--- src/rtl/crsf_pkg.sv ---
// Shared types and constants for the CRSF channel decoder with failsafe.
// No dependencies.
package crsf_pkg;

   localparam logic [7:0]  SYNC_BYTE    = 8'hC8;
   localparam logic [7:0]  TYPE_RC      = 8'h16;
   localparam logic [7:0]  LEN_MIN      = 8'd5;
   localparam logic [7:0]  LEN_MAX      = 8'd32;
   localparam logic [10:0] MIDDLE_VALUE = 11'd992;
   localparam int          STORE_DEPTH  = 16;

   localparam logic        REQ_BYTE = 1'b0;
   localparam logic        REQ_TICK = 1'b1;

   localparam logic [1:0]  CSR_TIMEOUT = 2'd0;
   localparam logic [1:0]  CSR_REPEAT  = 2'd1;
   localparam logic [1:0]  CSR_SAFE    = 2'd2;

   localparam logic [15:0] TIMEOUT_RESET = 16'd500;
   localparam logic [15:0] REPEAT_RESET  = 16'd100;

   typedef struct packed {
      logic       req_type;
      logic [7:0] rx_byte;
   } req_item_type;

   typedef struct packed {
      logic [3:0]  channel_index;
      logic [10:0] channel_value;
      logic        failsafe_flag;
      logic [31:0] time_ms;
      logic        last_of_run;
   } rsp_item_type;

   typedef struct packed {
      logic        safe;
      logic [31:0] stamp;
   } run_cmd_type;

   typedef struct packed {
      logic        en;
      logic [3:0]  idx;
      logic [10:0] value;
   } store_wr_type;

   typedef struct packed {
      logic full;
      logic has_frame;
   } queue_status_type;

endpackage

--- src/rtl/crsf_front.sv ---
// Front end: frame parser, millisecond time base and failsafe timing.
// Issues run commands to the queue and channel writes to the store. Uses crsf_pkg.
module crsf_front #(
   parameter int FRAME_BYTES = 26,
   parameter int CHANNELS    = 16
) (
   input  logic                  clock,
   input  logic                  reset,
   input  logic                  accept,
   input  crsf_pkg::req_item_type item,
   input  logic [15:0]           timeout_ms,
   input  logic [15:0]           repeat_ms,
   output logic                  collecting,
   output logic                  push,
   output crsf_pkg::run_cmd_type push_cmd,
   output crsf_pkg::store_wr_type store_wr
);
   import crsf_pkg::*;

   localparam int POS_W  = $clog2(FRAME_BYTES);
   localparam int DONE_W = $clog2(CHANNELS + 1);

   logic              phase_ff, phase_in;
   logic [POS_W-1:0]  pos_ff, pos_in;
   logic              len_ok_ff, len_ok_in;
   logic              type_ok_ff, type_ok_in;
   logic [18:0]       acc_ff, acc_in;
   logic [3:0]        fill_ff, fill_in;
   logic [DONE_W-1:0] done_ff, done_in;
   logic [31:0]       now_ff, now_in;
   logic [31:0]       last_frame_ff, last_frame_in;
   logic [31:0]       last_fs_ff, last_fs_in;
   logic              in_fs_ff, in_fs_in;
   logic              due_ff, due_in;

   logic [31:0] now_next;
   logic        fs_next;
   logic [18:0] acc_sum;
   logic [4:0]  fill_sum;

   assign collecting = phase_ff;
   assign now_next   = now_ff + 32'd1;
   assign fs_next    = in_fs_ff | ((now_next - last_frame_ff) > {16'd0, timeout_ms});
   assign acc_sum    = acc_ff | ({11'd0, item.rx_byte} << fill_ff);
   assign fill_sum   = {1'b0, fill_ff} + 5'd8;

   always_comb begin
      phase_in      = phase_ff;
      pos_in        = pos_ff;
      len_ok_in     = len_ok_ff;
      type_ok_in    = type_ok_ff;
      acc_in        = acc_ff;
      fill_in       = fill_ff;
      done_in       = done_ff;
      now_in        = now_ff;
      last_frame_in = last_frame_ff;
      last_fs_in    = last_fs_ff;
      in_fs_in      = in_fs_ff;
      due_in        = due_ff;
      push          = 1'b0;
      push_cmd      = '{safe: 1'b0, stamp: now_ff};
      store_wr      = '{en: 1'b0, idx: 4'(done_ff), value: acc_sum[10:0]};
      if (accept) begin
         if (item.req_type == REQ_TICK) begin
            now_in   = now_next;
            in_fs_in = fs_next;
            if (fs_next && (due_ff || ((now_next - last_fs_ff) >= {16'd0, repeat_ms}))) begin
               last_fs_in = now_next;
               due_in     = 1'b0;
               push       = 1'b1;
               push_cmd   = '{safe: 1'b1, stamp: now_next};
            end
         end else if (!phase_ff) begin
            if (item.rx_byte == SYNC_BYTE) begin
               phase_in   = 1'b1;
               pos_in     = POS_W'(1);
               len_ok_in  = 1'b0;
               type_ok_in = 1'b0;
               acc_in     = '0;
               fill_in    = '0;
               done_in    = '0;
            end
         end else begin
            if (pos_ff == POS_W'(1)) begin
               len_ok_in = (item.rx_byte >= LEN_MIN) && (item.rx_byte <= LEN_MAX);
            end else if (pos_ff == POS_W'(2)) begin
               type_ok_in = (item.rx_byte == TYPE_RC);
            end else begin
               if (fill_sum >= 5'd11) begin
                  if ((done_ff < DONE_W'(CHANNELS)) && len_ok_ff && type_ok_ff) begin
                     store_wr.en = 1'b1;
                  end
                  if (done_ff < DONE_W'(CHANNELS)) begin
                     done_in = done_ff + DONE_W'(1);
                  end
                  acc_in  = acc_sum >> 11;
                  fill_in = 4'(fill_sum - 5'd11);
               end else begin
                  acc_in  = acc_sum;
                  fill_in = fill_sum[3:0];
               end
            end
            if (pos_ff >= POS_W'(FRAME_BYTES - 1)) begin
               phase_in = 1'b0;
               pos_in   = '0;
               acc_in   = '0;
               fill_in  = '0;
               if (len_ok_in && type_ok_in) begin
                  last_frame_in = now_ff;
                  in_fs_in      = 1'b0;
                  due_in        = 1'b1;
                  push          = 1'b1;
                  push_cmd      = '{safe: 1'b0, stamp: now_ff};
               end
            end else begin
               pos_in = pos_ff + POS_W'(1);
            end
         end
      end
   end

   always_ff @(posedge clock) begin
      if (reset) begin
         phase_ff      <= 1'b0;
         pos_ff        <= '0;
         len_ok_ff     <= 1'b0;
         type_ok_ff    <= 1'b0;
         acc_ff        <= '0;
         fill_ff       <= '0;
         done_ff       <= '0;
         now_ff        <= '0;
         last_frame_ff <= '0;
         last_fs_ff    <= '0;
         in_fs_ff      <= 1'b1;
         due_ff        <= 1'b1;
      end else begin
         phase_ff      <= phase_in;
         pos_ff        <= pos_in;
         len_ok_ff     <= len_ok_in;
         type_ok_ff    <= type_ok_in;
         acc_ff        <= acc_in;
         fill_ff       <= fill_in;
         done_ff       <= done_in;
         now_ff        <= now_in;
         last_frame_ff <= last_frame_in;
         last_fs_ff    <= last_fs_in;
         in_fs_ff      <= in_fs_in;
         due_ff        <= due_in;
      end
   end

endmodule

--- src/rtl/crsf_queue.sv ---
// Two-entry queue of run commands between front end and publisher.
// Uses crsf_pkg.
module crsf_queue (
   input  logic                      clock,
   input  logic                      reset,
   input  logic                      push,
   input  crsf_pkg::run_cmd_type     push_cmd,
   input  logic                      pop,
   output logic                      head_valid,
   output crsf_pkg::run_cmd_type     head_cmd,
   output crsf_pkg::queue_status_type status
);
   import crsf_pkg::*;

   run_cmd_type entry_ff [2];
   logic        wr_ptr_ff, wr_ptr_in;
   logic        rd_ptr_ff, rd_ptr_in;
   logic [1:0]  count_ff, count_in;

   assign head_valid = (count_ff != 2'd0);
   assign head_cmd   = entry_ff[rd_ptr_ff];
   assign status.full = (count_ff == 2'd2);
   assign status.has_frame = (head_valid && !entry_ff[rd_ptr_ff].safe) ||
                             ((count_ff == 2'd2) && !entry_ff[~rd_ptr_ff].safe);

   always_comb begin
      wr_ptr_in = wr_ptr_ff;
      rd_ptr_in = rd_ptr_ff;
      count_in  = count_ff;
      if (push) begin
         wr_ptr_in = ~wr_ptr_ff;
      end
      if (pop) begin
         rd_ptr_in = ~rd_ptr_ff;
      end
      case ({push, pop})
         2'b10:   count_in = count_ff + 2'd1;
         2'b01:   count_in = count_ff - 2'd1;
         default: count_in = count_ff;
      endcase
   end

   always_ff @(posedge clock) begin
      if (push) begin
         entry_ff[wr_ptr_ff] <= push_cmd;
      end
   end

   always_ff @(posedge clock) begin
      if (reset) begin
         wr_ptr_ff <= 1'b0;
         rd_ptr_ff <= 1'b0;
         count_ff  <= '0;
      end else begin
         wr_ptr_ff <= wr_ptr_in;
         rd_ptr_ff <= rd_ptr_in;
         count_ff  <= count_in;
      end
   end

endmodule

--- src/rtl/crsf_emit.sv ---
// Publisher: channel store and output register; turns run commands into
// one result transaction per channel. Uses crsf_pkg.
module crsf_emit #(
   parameter int CHANNELS = 16
) (
   input  logic                   clock,
   input  logic                   reset,
   input  crsf_pkg::store_wr_type store_wr,
   input  logic                   head_valid,
   input  crsf_pkg::run_cmd_type  head_cmd,
   input  logic [10:0]            safe_value,
   output logic                   pop,
   output logic                   frame_busy,
   output logic                   rsp_valid,
   input  logic                   rsp_stall,
   output crsf_pkg::rsp_item_type rsp_payload
);
   import crsf_pkg::*;

   logic [10:0]  store_ff [STORE_DEPTH];
   logic         active_ff, active_in;
   run_cmd_type  cmd_ff, cmd_in;
   logic [3:0]   idx_ff, idx_in;
   logic         valid_ff, valid_in;
   rsp_item_type rsp_ff, rsp_in;
   logic         slot_free;
   logic         last_beat;

   assign slot_free  = !valid_ff || !rsp_stall;
   assign last_beat  = (idx_ff == 4'(CHANNELS - 1));
   assign pop        = !active_ff && head_valid;
   assign frame_busy = active_ff && !cmd_ff.safe;
   assign rsp_valid  = valid_ff;
   assign rsp_payload = rsp_ff;

   always_comb begin
      active_in = active_ff;
      cmd_in    = cmd_ff;
      idx_in    = idx_ff;
      valid_in  = valid_ff;
      rsp_in    = rsp_ff;
      if (pop) begin
         active_in = 1'b1;
         cmd_in    = head_cmd;
         idx_in    = '0;
      end
      if (slot_free) begin
         valid_in = active_ff;
         if (active_ff) begin
            rsp_in.channel_index = idx_ff;
            rsp_in.channel_value = cmd_ff.safe ? safe_value : store_ff[idx_ff];
            rsp_in.failsafe_flag = cmd_ff.safe;
            rsp_in.time_ms       = cmd_ff.stamp;
            rsp_in.last_of_run   = last_beat;
            idx_in               = idx_ff + 4'd1;
            if (last_beat) begin
               active_in = 1'b0;
            end
         end
      end
   end

   always_ff @(posedge clock) begin
      if (reset) begin
         for (int i = 0; i < STORE_DEPTH; i++) begin
            store_ff[i] <= MIDDLE_VALUE;
         end
      end else if (store_wr.en) begin
         store_ff[store_wr.idx] <= store_wr.value;
      end
   end

   always_ff @(posedge clock) begin
      cmd_ff <= cmd_in;
      idx_ff <= idx_in;
      rsp_ff <= rsp_in;
      if (reset) begin
         active_ff <= 1'b0;
         valid_ff  <= 1'b0;
      end else begin
         active_ff <= active_in;
         valid_ff  <= valid_in;
      end
   end

endmodule

--- src/rtl/crsf_channel_decoder_failsafe_top.sv ---
// Top level of the CRSF RC-channel decoder with failsafe publication.
// Holds the configuration registers; uses crsf_pkg, crsf_front, crsf_queue, crsf_emit.
//
// Request channel (req_*): one transaction is a received serial byte or a
// one millisecond tick. Bytes are parsed into frames; a frame with valid
// length and type publishes a run of CHANNELS result transactions. Ticks
// advance time and, in failsafe, publish runs of the safe value.
// Result channel (rsp_*): one transaction per channel, index 0 first,
// last_of_run set on the final one.
// A run command passes through the two-entry run queue, the publisher's
// command register and the output register before the first result of a run
// appears; after a run the publisher fetches the next command from the queue.
// Throughput: one request per cycle. Requests are stalled while the run
// queue is full, and requests (bytes and ticks) are stalled while a frame is
// being collected and an earlier frame's run is queued or still reading the
// channel store.
// Reset: configuration returns to its defaults, the store to 992, time to
// zero and the block starts in failsafe, so the first tick publishes a run.
// A stalled result holds; the queue fills and then the request side stalls.
module crsf_channel_decoder_failsafe_top #(
   parameter int FRAME_BYTES = 26,
   parameter int CHANNELS    = 16
) (
   input  logic                   clock,
   input  logic                   reset,
   input  logic                   req_valid,
   output logic                   req_stall,
   input  crsf_pkg::req_item_type req_payload,
   output logic                   rsp_valid,
   input  logic                   rsp_stall,
   output crsf_pkg::rsp_item_type rsp_payload,
   input  logic                   csr_wen,
   input  logic [1:0]             csr_index,
   input  logic [15:0]            csr_wdata
);
   import crsf_pkg::*;

   logic [15:0]      timeout_ff;
   logic [15:0]      repeat_ff;
   logic [10:0]      safe_ff;
   logic             accept;
   logic             collecting;
   logic             push;
   run_cmd_type      push_cmd;
   store_wr_type     store_wr;
   logic             pop;
   logic             head_valid;
   run_cmd_type      head_cmd;
   queue_status_type q_status;
   logic             frame_busy;

   assign req_stall = q_status.full || (collecting && (q_status.has_frame || frame_busy));
   assign accept    = req_valid && !req_stall;

   always_ff @(posedge clock) begin
      if (reset) begin
         timeout_ff <= TIMEOUT_RESET;
         repeat_ff  <= REPEAT_RESET;
         safe_ff    <= MIDDLE_VALUE;
      end else if (csr_wen) begin
         case (csr_index)
            CSR_TIMEOUT: timeout_ff <= csr_wdata;
            CSR_REPEAT:  repeat_ff  <= csr_wdata;
            CSR_SAFE:    safe_ff    <= csr_wdata[10:0];
            default:     ;
         endcase
      end
   end

   crsf_front #(
      .FRAME_BYTES(FRAME_BYTES),
      .CHANNELS   (CHANNELS)
   ) u_front (
      .clock      (clock),
      .reset      (reset),
      .accept     (accept),
      .item       (req_payload),
      .timeout_ms (timeout_ff),
      .repeat_ms  (repeat_ff),
      .collecting (collecting),
      .push       (push),
      .push_cmd   (push_cmd),
      .store_wr   (store_wr)
   );

   crsf_queue u_queue (
      .clock      (clock),
      .reset      (reset),
      .push       (push),
      .push_cmd   (push_cmd),
      .pop        (pop),
      .head_valid (head_valid),
      .head_cmd   (head_cmd),
      .status     (q_status)
   );

   crsf_emit #(
      .CHANNELS(CHANNELS)
   ) u_emit (
      .clock       (clock),
      .reset       (reset),
      .store_wr    (store_wr),
      .head_valid  (head_valid),
      .head_cmd    (head_cmd),
      .safe_value  (safe_ff),
      .pop         (pop),
      .frame_busy  (frame_busy),
      .rsp_valid   (rsp_valid),
      .rsp_stall   (rsp_stall),
      .rsp_payload (rsp_payload)
   );

endmodule

--- config.mk ---
export PLATFORM = sky130hd
export DESIGN_NAME = crsf_channel_decoder_failsafe_top
export DESIGN_NICKNAME = d
export VERILOG_FILES = /design/src/rtl/crsf_pkg.sv /design/src/rtl/crsf_front.sv /design/src/rtl/crsf_queue.sv /design/src/rtl/crsf_emit.sv /design/src/rtl/crsf_channel_decoder_failsafe_top.sv
export SDC_FILE = /design/constraint.sdc
export NUM_CORES = 1
export LEC_CHECK = 0
export ABC_CLOCK_PERIOD_IN_PS = 8050
export BUFFER_PORTS_ARGS = -buffer_cell sky130_fd_sc_hd__buf_4
export CORE_MARGIN = 2
export CORE_UTILIZATION = 59
export CTS_CLUSTER_DIAMETER = 50
export DETAILED_ROUTE_END_ITERATION = 16
export PLACE_DENSITY_LB_ADDON = 0.3
export SETUP_SLACK_MARGIN = 0.3
export SLEW_MARGIN = 20
export SYNTH_ARGS = -nofsm -noshare
export SYNTH_HDL_FRONTEND = slang
export SYNTH_SLANG_ARGS = --single-unit
--- constraint.sdc ---
create_clock -name clock -period 8.05 [get_ports clock]
set_clock_uncertainty 0.15 [all_clocks]
set_input_delay 0.4025 -clock clock [delete_from_list [all_inputs] [get_ports clock]]
set_output_delay 0.4025 -clock clock [all_outputs]
set_load 0.05 [all_outputs]
==> impl_metrics.prom, run 1 <==
# TYPE chip_impl_metric gauge
chip_impl_metric{name="worst-slew-pin-transition",unit="ns"} 1.13
chip_impl_metric{name="initial_core_util",unit="%"} 59.7
chip_impl_metric{name="fillers",unit=""} 3371
chip_impl_metric{name="die_width",unit="µm"} 216
chip_impl_metric{name="grt_pass1_wl",unit="mm"} 108
chip_impl_metric{name="routed-via-count",unit=""} 19800
chip_impl_metric{name="synth_fp_nets",unit=""} 2708
chip_impl_metric{name="leakage",unit="nW"} 11.0
chip_impl_metric{name="placed_cells_incl_taps",unit=""} 3108
chip_impl_metric{name="mappedNetlistArea",unit="mm²"} 0.0264
chip_impl_metric{name="drcViolationCount",unit=""} 0
chip_impl_metric{name="initialDrtViolationCount",unit=""} 1856
chip_impl_metric{name="final_net_count",unit=""} 2730
chip_impl_metric{name="grt_start_max_net_pins",unit=""} 105
chip_impl_info{name="timing.critical_path.to_type",value="register"} 1
chip_impl_metric{name="antenna_cells_inserted",unit=""} 0
chip_impl_metric{name="routability_congestion_estimate_from_global_placement",unit=""} 0.911
chip_impl_metric{name="design.portCount",unit=""} 83
chip_impl_metric{name="floorplan_core_area",unit="mm²"} 0.0442
chip_impl_info{name="crit_path_start_kind",value="register"} 1
chip_impl_metric{name="vias_per_cell",unit=""} 6.13
chip_impl_metric{name="antenna_left",unit=""} 0
chip_impl_metric{name="synth.yosys.warnings",unit=""} 0
chip_impl_metric{name="first_global_vias",unit=""} 19200
chip_impl_metric{name="synth_edf_count",unit=""} 324
chip_impl_metric{name="htree_num_levels",unit=""} 2
chip_impl_metric{name="grt_usage",unit="%"} 29.9
chip_impl_metric{name="synth_top_area_share",unit="%"} 36.9
chip_impl_metric{name="placed_area",unit="mm²"} 0.0273
chip_impl_info{name="synth_top_family_by_area",value="simple AND/OR/NAND/NOR gates"} 1
chip_impl_metric{name="initial_antenna_violation_count",unit=""} 1
chip_impl_metric{name="synthSimpleGateAreaFrac",unit="%"} 16.0
chip_impl_info{name="post_synth_main_area_contributors",value="edfxtp_1, dfxtp_1, nand2_1"} 1
chip_impl_metric{name="route.detailed.wl_per_inst",unit="µm"} 21.6
chip_impl_metric{name="fmax",unit="MHz"} 142
chip_impl_metric{name="final_min_period_over_clock_period",unit="%"} 87.2
chip_impl_metric{name="total_cts_buffers",unit=""} 56
chip_impl_metric{name="crit_path_time_final",unit="ns"} 7.02
chip_impl_metric{name="port-buffer-count",unit=""} 82
chip_impl_metric{name="post_synth_xor_area_fraction",unit="%"} 4.48
chip_impl_metric{name="setup-violations-final",unit=""} 0
chip_impl_metric{name="clk_path_buf_depth",unit=""} 3
chip_impl_metric{name="synth_cell_type_count",unit=""} 91
chip_impl_metric{name="p_r_area_growth_vs_syn",unit="%"} 11.7
chip_impl_info{name="clock-root-buffer",value="clkbuf_16"} 1
chip_impl_metric{name="ir_worst_vdd",unit="mV"} 0.221
chip_impl_metric{name="number_of_rows_in_the_core_area",unit=""} 77
chip_impl_metric{name="detail_route.first_pass.iterations",unit=""} 6
chip_impl_metric{name="overflow",unit=""} 0
chip_impl_metric{name="ys_ff_latch",unit=""} 512
chip_impl_metric{name="finish.instance_area",unit="mm²"} 0.0295
chip_impl_info{name="synthFlopType",value="edfxtp_1"} 1
chip_impl_metric{name="total_wire_length",unit="mm"} 69.8
chip_impl_metric{name="postCtsSetupBuffers",unit=""} 0
chip_impl_metric{name="timing.critical_path.required",unit="ns"} 8.37
chip_impl_metric{name="power-per-cell-area",unit="mW/mm²"} 258
chip_impl_metric{name="timing_hold_violations_final",unit=""} 0
chip_impl_info{name="timing.hold.worst.class",value="in -> reg"} 1
chip_impl_metric{name="hpwl",unit="mm"} 49.9
chip_impl_metric{name="clk_pin_slew_worst_paths",unit="ns"} 0.06
chip_impl_metric{name="async_flop_share",unit="%"} 0
chip_impl_metric{name="final-max-slew-violation-count",unit=""} 0
chip_impl_info{name="yosysTopAreaCell",value="edfxtp_1"} 1
chip_impl_info{name="worstSetupPathType",value="reg -> reg"} 1
chip_impl_metric{name="tritoncts_num_sinks",unit=""} 512
chip_impl_metric{name="synth-seq-area-share",unit="%"} 51.1
chip_impl_metric{name="die_area",unit="mm²"} 0.0464
chip_impl_metric{name="synth_fa_ha_area_share",unit="%"} 5.13
chip_impl_metric{name="clk-insertion-delay-late",unit="ns"} 0.62
chip_impl_metric{name="worstPathArrival",unit="ns"} 7.33
chip_impl_info{name="status",value="finished, final reports clean"} 1
chip_impl_metric{name="compound_cell_area_share_of_the_yosys_netlist",unit="%"} 10.8
chip_impl_metric{name="die_height",unit="µm"} 216
chip_impl_metric{name="timing.setup.tns",unit="ns"} 0
chip_impl_metric{name="slew_headroom",unit="%"} 24.6
chip_impl_metric{name="postSynthAreaPerCell",unit="µm²"} 10.3
chip_impl_info{name="cts_tree",value="yes"} 1
chip_impl_info{name="grt_setup_unrepaired",value="no"} 1
chip_impl_metric{name="final_cells",unit=""} 3230
chip_impl_metric{name="fraction_of_final_layout_cells_with_drive_strength_greater_than_1",unit="%"} 13.2
chip_impl_metric{name="critPathMaxFanout",unit=""} 33
chip_impl_metric{name="multiplexer_share_of_the_synthesized_area",unit="%"} 8.03
chip_impl_metric{name="synthesis.instances",unit=""} 2569
chip_impl_metric{name="timing.max_cap.violations",unit=""} 0
[synthesized netlist by cell type, types with 20 or more instances]
master,instances
a211oi_1,21
a21o_1,33
a21oi_1,188
buf_2,20
clkbuf_1,123
dfxtp_1,188
edfxtp_1,324
ha_1,105
inv_1,127
mux2_2,40
mux2i_1,43
mux4_2,55
nand2_1,387
nand2b_1,30
nand3_1,38
nand4_1,39
nor2_1,266
nor3_1,38
o21a_1,20
o21ai_0,71
or3_1,21
xnor2_1,71
xor2_1,64
[registers in the layout (all words and copies together), names as in the netlist, 2 cells and up, named ones only]
signal and cells:
repeat_ff 16, safe_ff 11, timeout_ff 16, u_emit.cmd_ff 33
u_emit.idx_ff 4, u_emit.rsp_payload 49, u_emit.store_ff 176, u_front.acc_ff 19
u_front.done_ff 5, u_front.fill_ff 4, u_front.last_frame_ff 32, u_front.last_fs_ff 32
u_front.now_ff 32, u_front.pos_ff 5, u_queue.count_ff 2, u_queue.entry_ff 66
[layer usage]
metal  global-route usage [%]  routed length, µm
met4                     9.70               2250
met1                     39.0              28500
met2                     51.8              34500
met3                     4.09               4450
met5                        0                 13
[stage by stage]
stage          worst slack [ns]  hold slack, ns  power [mW]  util, %
6_report                   1.03           0.113        7.60     66.7
5_1_grt                   0.383           0.107        7.86     66.7
4_1_cts                   0.603          0.0711        7.62     66.5
3_5_place_dp              0.673           0.255        5.02     61.8
3_3_place_gp               1.00           0.253        4.99     61.8
2_1_floorplan              1.23           0.250        4.50        -
[layout make-up]
| type | instances | area, µm² | area share [%] |
|---|---|---|---|
| flip-flops and latches | 512 | 13500 | 45.8 |
| inverters | 129 | 485 | 1.65 |
| clock buffers | 79 | 1600 | 5.42 |
| clock inverters | 26 | 318 | 1.08 |
| multi-input cells | 1766 | 11800 | 40.2 |
| repair buffers | 126 | 992 | 3.37 |
| well taps | 592 | 741 | 2.51 |
[placed cells by master (no fill, tap or decap), types with 16 or more instances in the layout]
master,instances
edfxtp_1,324
nand3_1,37
nand4_1,39
or3_1,21
dfxtp_1,186
nor4_1,16
o21ai_0,71
mux2i_1,43
a21oi_1,180
nor2_1,262
a211oi_1,19
mux2_2,40
clkbuf_16,57
dlygate4sd3_1,17
mux4_2,55
buf_4,108
o21a_1,20
nand2b_1,30
nor3_1,38
nand2_1,387
inv_1,126
xnor2_1,70
a21o_1,33
ha_1,105
xor2_1,63
[path summary, 6_finish.rpt]
check	from	to	slack, ns	cells past startpoint
worst min register to register	u_emit.cmd_ff[20]$_DFFE_PP_	u_emit.rsp_payload[21]$_DFFE_PP_	0.27	0
worst max register to register	u_front.now_ff[7]$_SDFFE_PP0P_	u_front.last_fs_ff[9]$_SDFFE_PP0P_	1.03	22
worst min-delay path	req_payload[8]	u_front.collecting$_SDFFE_PP0P_	0.11	4
worst max-delay path	u_front.now_ff[7]$_SDFFE_PP0P_	u_front.last_fs_ff[9]$_SDFFE_PP0P_	1.03	22
[worst max-delay path, cell delays in order, from the launching register on]
cell	delay (ns)
dfxtp_1	0.56
nand2_1	0.12
nor3_1	0.42
and3_1	0.39
nand3_1	0.21
nor2_1	0.34
nand3_1	0.24
nor2_1	0.24
xor2_1	0.45
ha_1	0.36
a21oi_1	0.16
o21ai_0	0.28
a31o_2	0.37
a211oi_1	0.31
o21ai_0	0.19
o2111ai_1	0.14
and4bb_1	0.25
and4_4	0.24
nor3_4	0.21
buf_4	0.34
buf_4	0.54
mux2i_1	0.27
nor2_1	0.06
[kinds of logic (layout without fill, tap and decap cells)]
| logic type | count (synthesis) | count (layout) |
|---|---|---|
| compound gates | 455 | 455 |
| mux | 138 | 138 |
| fa+ha+maj | 107 | 107 |
| buf+inv | 291 | 360 |
| simple gates | 931 | 931 |
| xor+xnor | 135 | 135 |
| flops | 512 | 512 |
[report_power, final]
part           switching (mW)  internal [mW]
logic                    1.08          0.629
registers               0.124           3.16
clock network            1.08           1.53
[timing repair]
item                                    CTS  global route
gates resized for setup                   0             9
hold buffers                             17             0
hold endpoints to repair                 44             0
endpoints found under the setup margin    0           154
Power figures use the tool's default switching activity.
==> run 2: changes to the inputs <==
REMOVE_ABC_BUFFERS = 1   (was unset)
==> run 2 against run 1 <==
Fmax fell by 3.1%. Register-to-register slack got worse by 0.22 ns. Combinational power barely moved. Cell area barely moved. Non-clock buffer count rose by 1. Total power rose by 1.1%. Worst setup slack got worse by 0.22 ns. Highest routed layer is now met4. Critical endpoint is now u_queue.entry_ff[1][30]$_DFFE_PP_. Die area did not move. Critical path depth rose by 3.
==> impl_metrics.prom, run 2 (synthesized netlist as in run 1, its figures left out) <==
# TYPE chip_impl_metric gauge
chip_impl_metric{name="clk_pin_slew_worst_paths",unit="ns"} 0.06
chip_impl_metric{name="switchingPower",unit="mW"} 2.30
chip_impl_metric{name="power_frac_comb",unit="%"} 22.3
chip_impl_info{name="path_delay_family",value="simple AND/OR/NAND/NOR gates"} 1
chip_impl_info{name="grt_setup_unrepaired",value="no"} 1
chip_impl_info{name="timing.hold.worst.class",value="in -> reg"} 1
chip_impl_metric{name="antenna_cells_inserted",unit=""} 0
chip_impl_metric{name="critPathMaxFanout",unit=""} 28
chip_impl_metric{name="final-max-slew-violation-count",unit=""} 0
chip_impl_metric{name="floorplan_core_area",unit="mm²"} 0.0442
chip_impl_metric{name="post-place-ws",unit="ns"} 0.793
chip_impl_metric{name="p_r_area_growth_vs_syn",unit="%"} 11.8
chip_impl_info{name="largest_register",value="u_emit.store_ff"} 1
chip_impl_metric{name="timing.max_cap.violations",unit=""} 0
chip_impl_metric{name="initial_core_util",unit="%"} 59.7
chip_impl_metric{name="die_width",unit="µm"} 216
chip_impl_metric{name="total_wire_length",unit="mm"} 68.9
chip_impl_metric{name="leakage",unit="nW"} 11.0
chip_impl_metric{name="route.detailed.wl_per_inst",unit="µm"} 21.3
chip_impl_metric{name="tritoncts_num_sinks",unit=""} 512
chip_impl_metric{name="detail_route.first_pass.iterations",unit=""} 5
chip_impl_metric{name="overflow",unit=""} 0
chip_impl_info{name="status",value="finished, final reports clean"} 1
chip_impl_metric{name="vias_per_cell",unit=""} 6.15
chip_impl_metric{name="final_min_period_over_clock_period",unit="%"} 90.0
chip_impl_info{name="layout.cells.most_common_list",value="nand2_1, edfxtp_1, nor2_1, dfxtp_1, a21oi_1"} 1
chip_impl_metric{name="grt_start_max_net_pins",unit=""} 92
chip_impl_metric{name="die_height",unit="µm"} 216
chip_impl_metric{name="final_net_count",unit=""} 2730
chip_impl_metric{name="clk_path_buf_depth",unit=""} 3
chip_impl_metric{name="port-buffer-count",unit=""} 82
chip_impl_metric{name="number_of_rows_in_the_core_area",unit=""} 77
chip_impl_metric{name="initialDrtViolationCount",unit=""} 1737
chip_impl_metric{name="setup_slack",unit="ns"} 0.807
chip_impl_info{name="most_frequent_standard_cell_in_the_layout_excluding_fill_and_tap_cells",value="nand2_1"} 1
chip_impl_metric{name="design.portCount",unit=""} 83
chip_impl_metric{name="swShare",unit="%"} 30.0
chip_impl_metric{name="power.clock.fraction",unit="%"} 34.8
chip_impl_metric{name="worst-slew-pin-transition",unit="ns"} 1.16
chip_impl_metric{name="hpwl",unit="mm"} 48.7
chip_impl_metric{name="postCtsSetupBuffers",unit=""} 0
chip_impl_metric{name="reg2regPathDepth",unit=""} 25
chip_impl_metric{name="fillers",unit=""} 3363
chip_impl_metric{name="initial_antenna_violation_count",unit=""} 0
chip_impl_metric{name="routability_congestion_estimate_from_global_placement",unit=""} 0.963
chip_impl_metric{name="setup-violations-final",unit=""} 0
chip_impl_metric{name="routed-via-count",unit=""} 19900
chip_impl_metric{name="ir_worst_vdd",unit="mV"} 0.262
chip_impl_info{name="crit_path_start_kind",value="register"} 1
chip_impl_metric{name="clk-insertion-delay-late",unit="ns"} 0.64
chip_impl_metric{name="path_buf_inv",unit=""} 2
chip_impl_metric{name="timing.critical_path.required",unit="ns"} 8.22
chip_impl_metric{name="drcViolationCount",unit=""} 0
chip_impl_metric{name="slew_headroom",unit="%"} 22.5
chip_impl_metric{name="total_cts_buffers",unit=""} 55
chip_impl_metric{name="first_global_vias",unit=""} 19600
chip_impl_metric{name="fmax",unit="MHz"} 138
chip_impl_metric{name="finalHoldWorstSlack",unit="ns"} 0.112
chip_impl_metric{name="power-per-cell-area",unit="mW/mm²"} 261
chip_impl_metric{name="worstHoldPathCells",unit=""} 5
chip_impl_metric{name="p_int",unit="mW"} 5.38
chip_impl_metric{name="largest_register_ffs",unit=""} 176
chip_impl_metric{name="grt_usage",unit="%"} 29.5
chip_impl_metric{name="antenna_left",unit=""} 0
chip_impl_metric{name="cp.depth",unit=""} 25
chip_impl_metric{name="timing_hold_violations_final",unit=""} 0
chip_impl_metric{name="die_area",unit="mm²"} 0.0464
chip_impl_metric{name="htree_num_levels",unit=""} 2
chip_impl_info{name="cts_tree",value="yes"} 1
chip_impl_info{name="critical_path.slowest_cell",value="or3_1"} 1
chip_impl_metric{name="sequentialPowerShare",unit="%"} 42.9
chip_impl_metric{name="critical_path.max_stage_delay",unit="ns"} 0.48
chip_impl_info{name="timing.critical_path.to_type",value="register"} 1
chip_impl_metric{name="fraction_of_final_layout_cells_with_drive_strength_greater_than_1",unit="%"} 12.9
chip_impl_metric{name="grt_pass1_wl",unit="mm"} 108
chip_impl_info{name="clock-root-buffer",value="clkbuf_16"} 1
chip_impl_metric{name="crit_path_time_final",unit="ns"} 7.24
chip_impl_metric{name="worstPathArrival",unit="ns"} 7.42
chip_impl_info{name="worstSetupPathType",value="reg -> reg"} 1
==> run 2: cell types whose count changed in the layout (fill, tap and decap cells not counted), moves of 2 or more <==
cell | before | now
dlygate4sd3_1 | 17 | 20
clkbuf_16 | 57 | 61
clkinv_1 | 5 | 10
clkbuf_8 | 9 | 5
clkbuf_1 | 13 | 6
clkinv_4 | 2 | 0
buf_4 | 108 | 106
nor2_1 | 262 | 264
==> run 2: per-stage QoR <==
step	area (µm²)	util [%]	cells	power, mW	setup TNS [ns]
5_1_grt	29500	66.7	3230	7.94	0
3_5_place_dp	27300	61.8	3106	5.04	0
2_1_floorplan	25700	-	2407	4.48	-46.97
4_1_cts	29500	66.7	3230	7.70	0
6_report	29500	66.7	3230	7.69	0
3_3_place_gp	27300	61.8	3106	5.00	0
==> run 2: final cells by class <==
class / count / area [µm²] / share of cell area [%]
flip-flops and latches: 512 / 13500 / 45.7
clock inverters: 32 / 349 / 1.18
inverters: 129 / 484 / 1.64
well taps: 592 / 741 / 2.51
multi-input cells: 1766 / 11800 / 40.0
clock buffers: 72 / 1620 / 5.48
repair buffers: 127 / 1010 / 3.41
==> run 2: path summary, 6_finish.rpt <==
check / from / to / slack [ns]
worst max-delay path: u_front.now_ff[0]$_SDFFE_PP0P_ / u_queue.entry_ff[1][30]$_DFFE_PP_ / 0.81
worst min-delay path: req_valid / u_front.collecting$_SDFFE_PP0P_ / 0.11
worst max register to register: u_front.now_ff[0]$_SDFFE_PP0P_ / u_queue.entry_ff[1][30]$_DFFE_PP_ / 0.81
worst min register to register: u_emit.cmd_ff[1]$_DFFE_PP_ / u_emit.rsp_payload[2]$_DFFE_PP_ / 0.26
==> run 2: power by group through the flow <==
stage,clock network (mW),registers (mW),logic [mW]
floorplan,0,3.66,0.814
global placement,0,3.34,1.66
detailed placement,0,3.35,1.69
CTS,2.69,3.30,1.71
global route,2.80,3.32,1.82
finish,2.67,3.30,1.72
==> run 2: worst reg2reg max path, cell delays in order (launching register included) <==
cell       delay (ns)
dfxtp_1          0.45
ha_1             0.28
nand3_1          0.23
nor2_2           0.34
and3_1           0.28
nand3_1          0.20
nor2_1           0.34
xor2_1           0.18
ha_1             0.45
nand2_1          0.11
or3_1            0.48
nand3_1          0.21
a21o_1           0.14
a21oi_1          0.07
xnor2_1          0.20
ha_1             0.27
and3_1           0.22
a2111oi_2        0.37
a21oi_1          0.16
a221oi_1         0.30
nand4_1          0.22
nor4_4           0.39
nor3_4           0.07
buf_4            0.20
o21a_1           0.30
buf_4            0.31
==> run 2: timing repair <==
item | CTS | global route
endpoints found under the setup margin | 0 | 29
resized for setup | 0 | 2
endpoints found under the hold margin | 47 | 0
hold buffers | 20 | 0
==> run 2: layer usage <==
metal	up-vias	track usage, %	wire length, µm
met5	-	0	0
met4	0	12.6	2840
met3	175	4.52	5110
met2	910	49.1	33300
met1	9595	38.7	27700
li1	9194	-	-
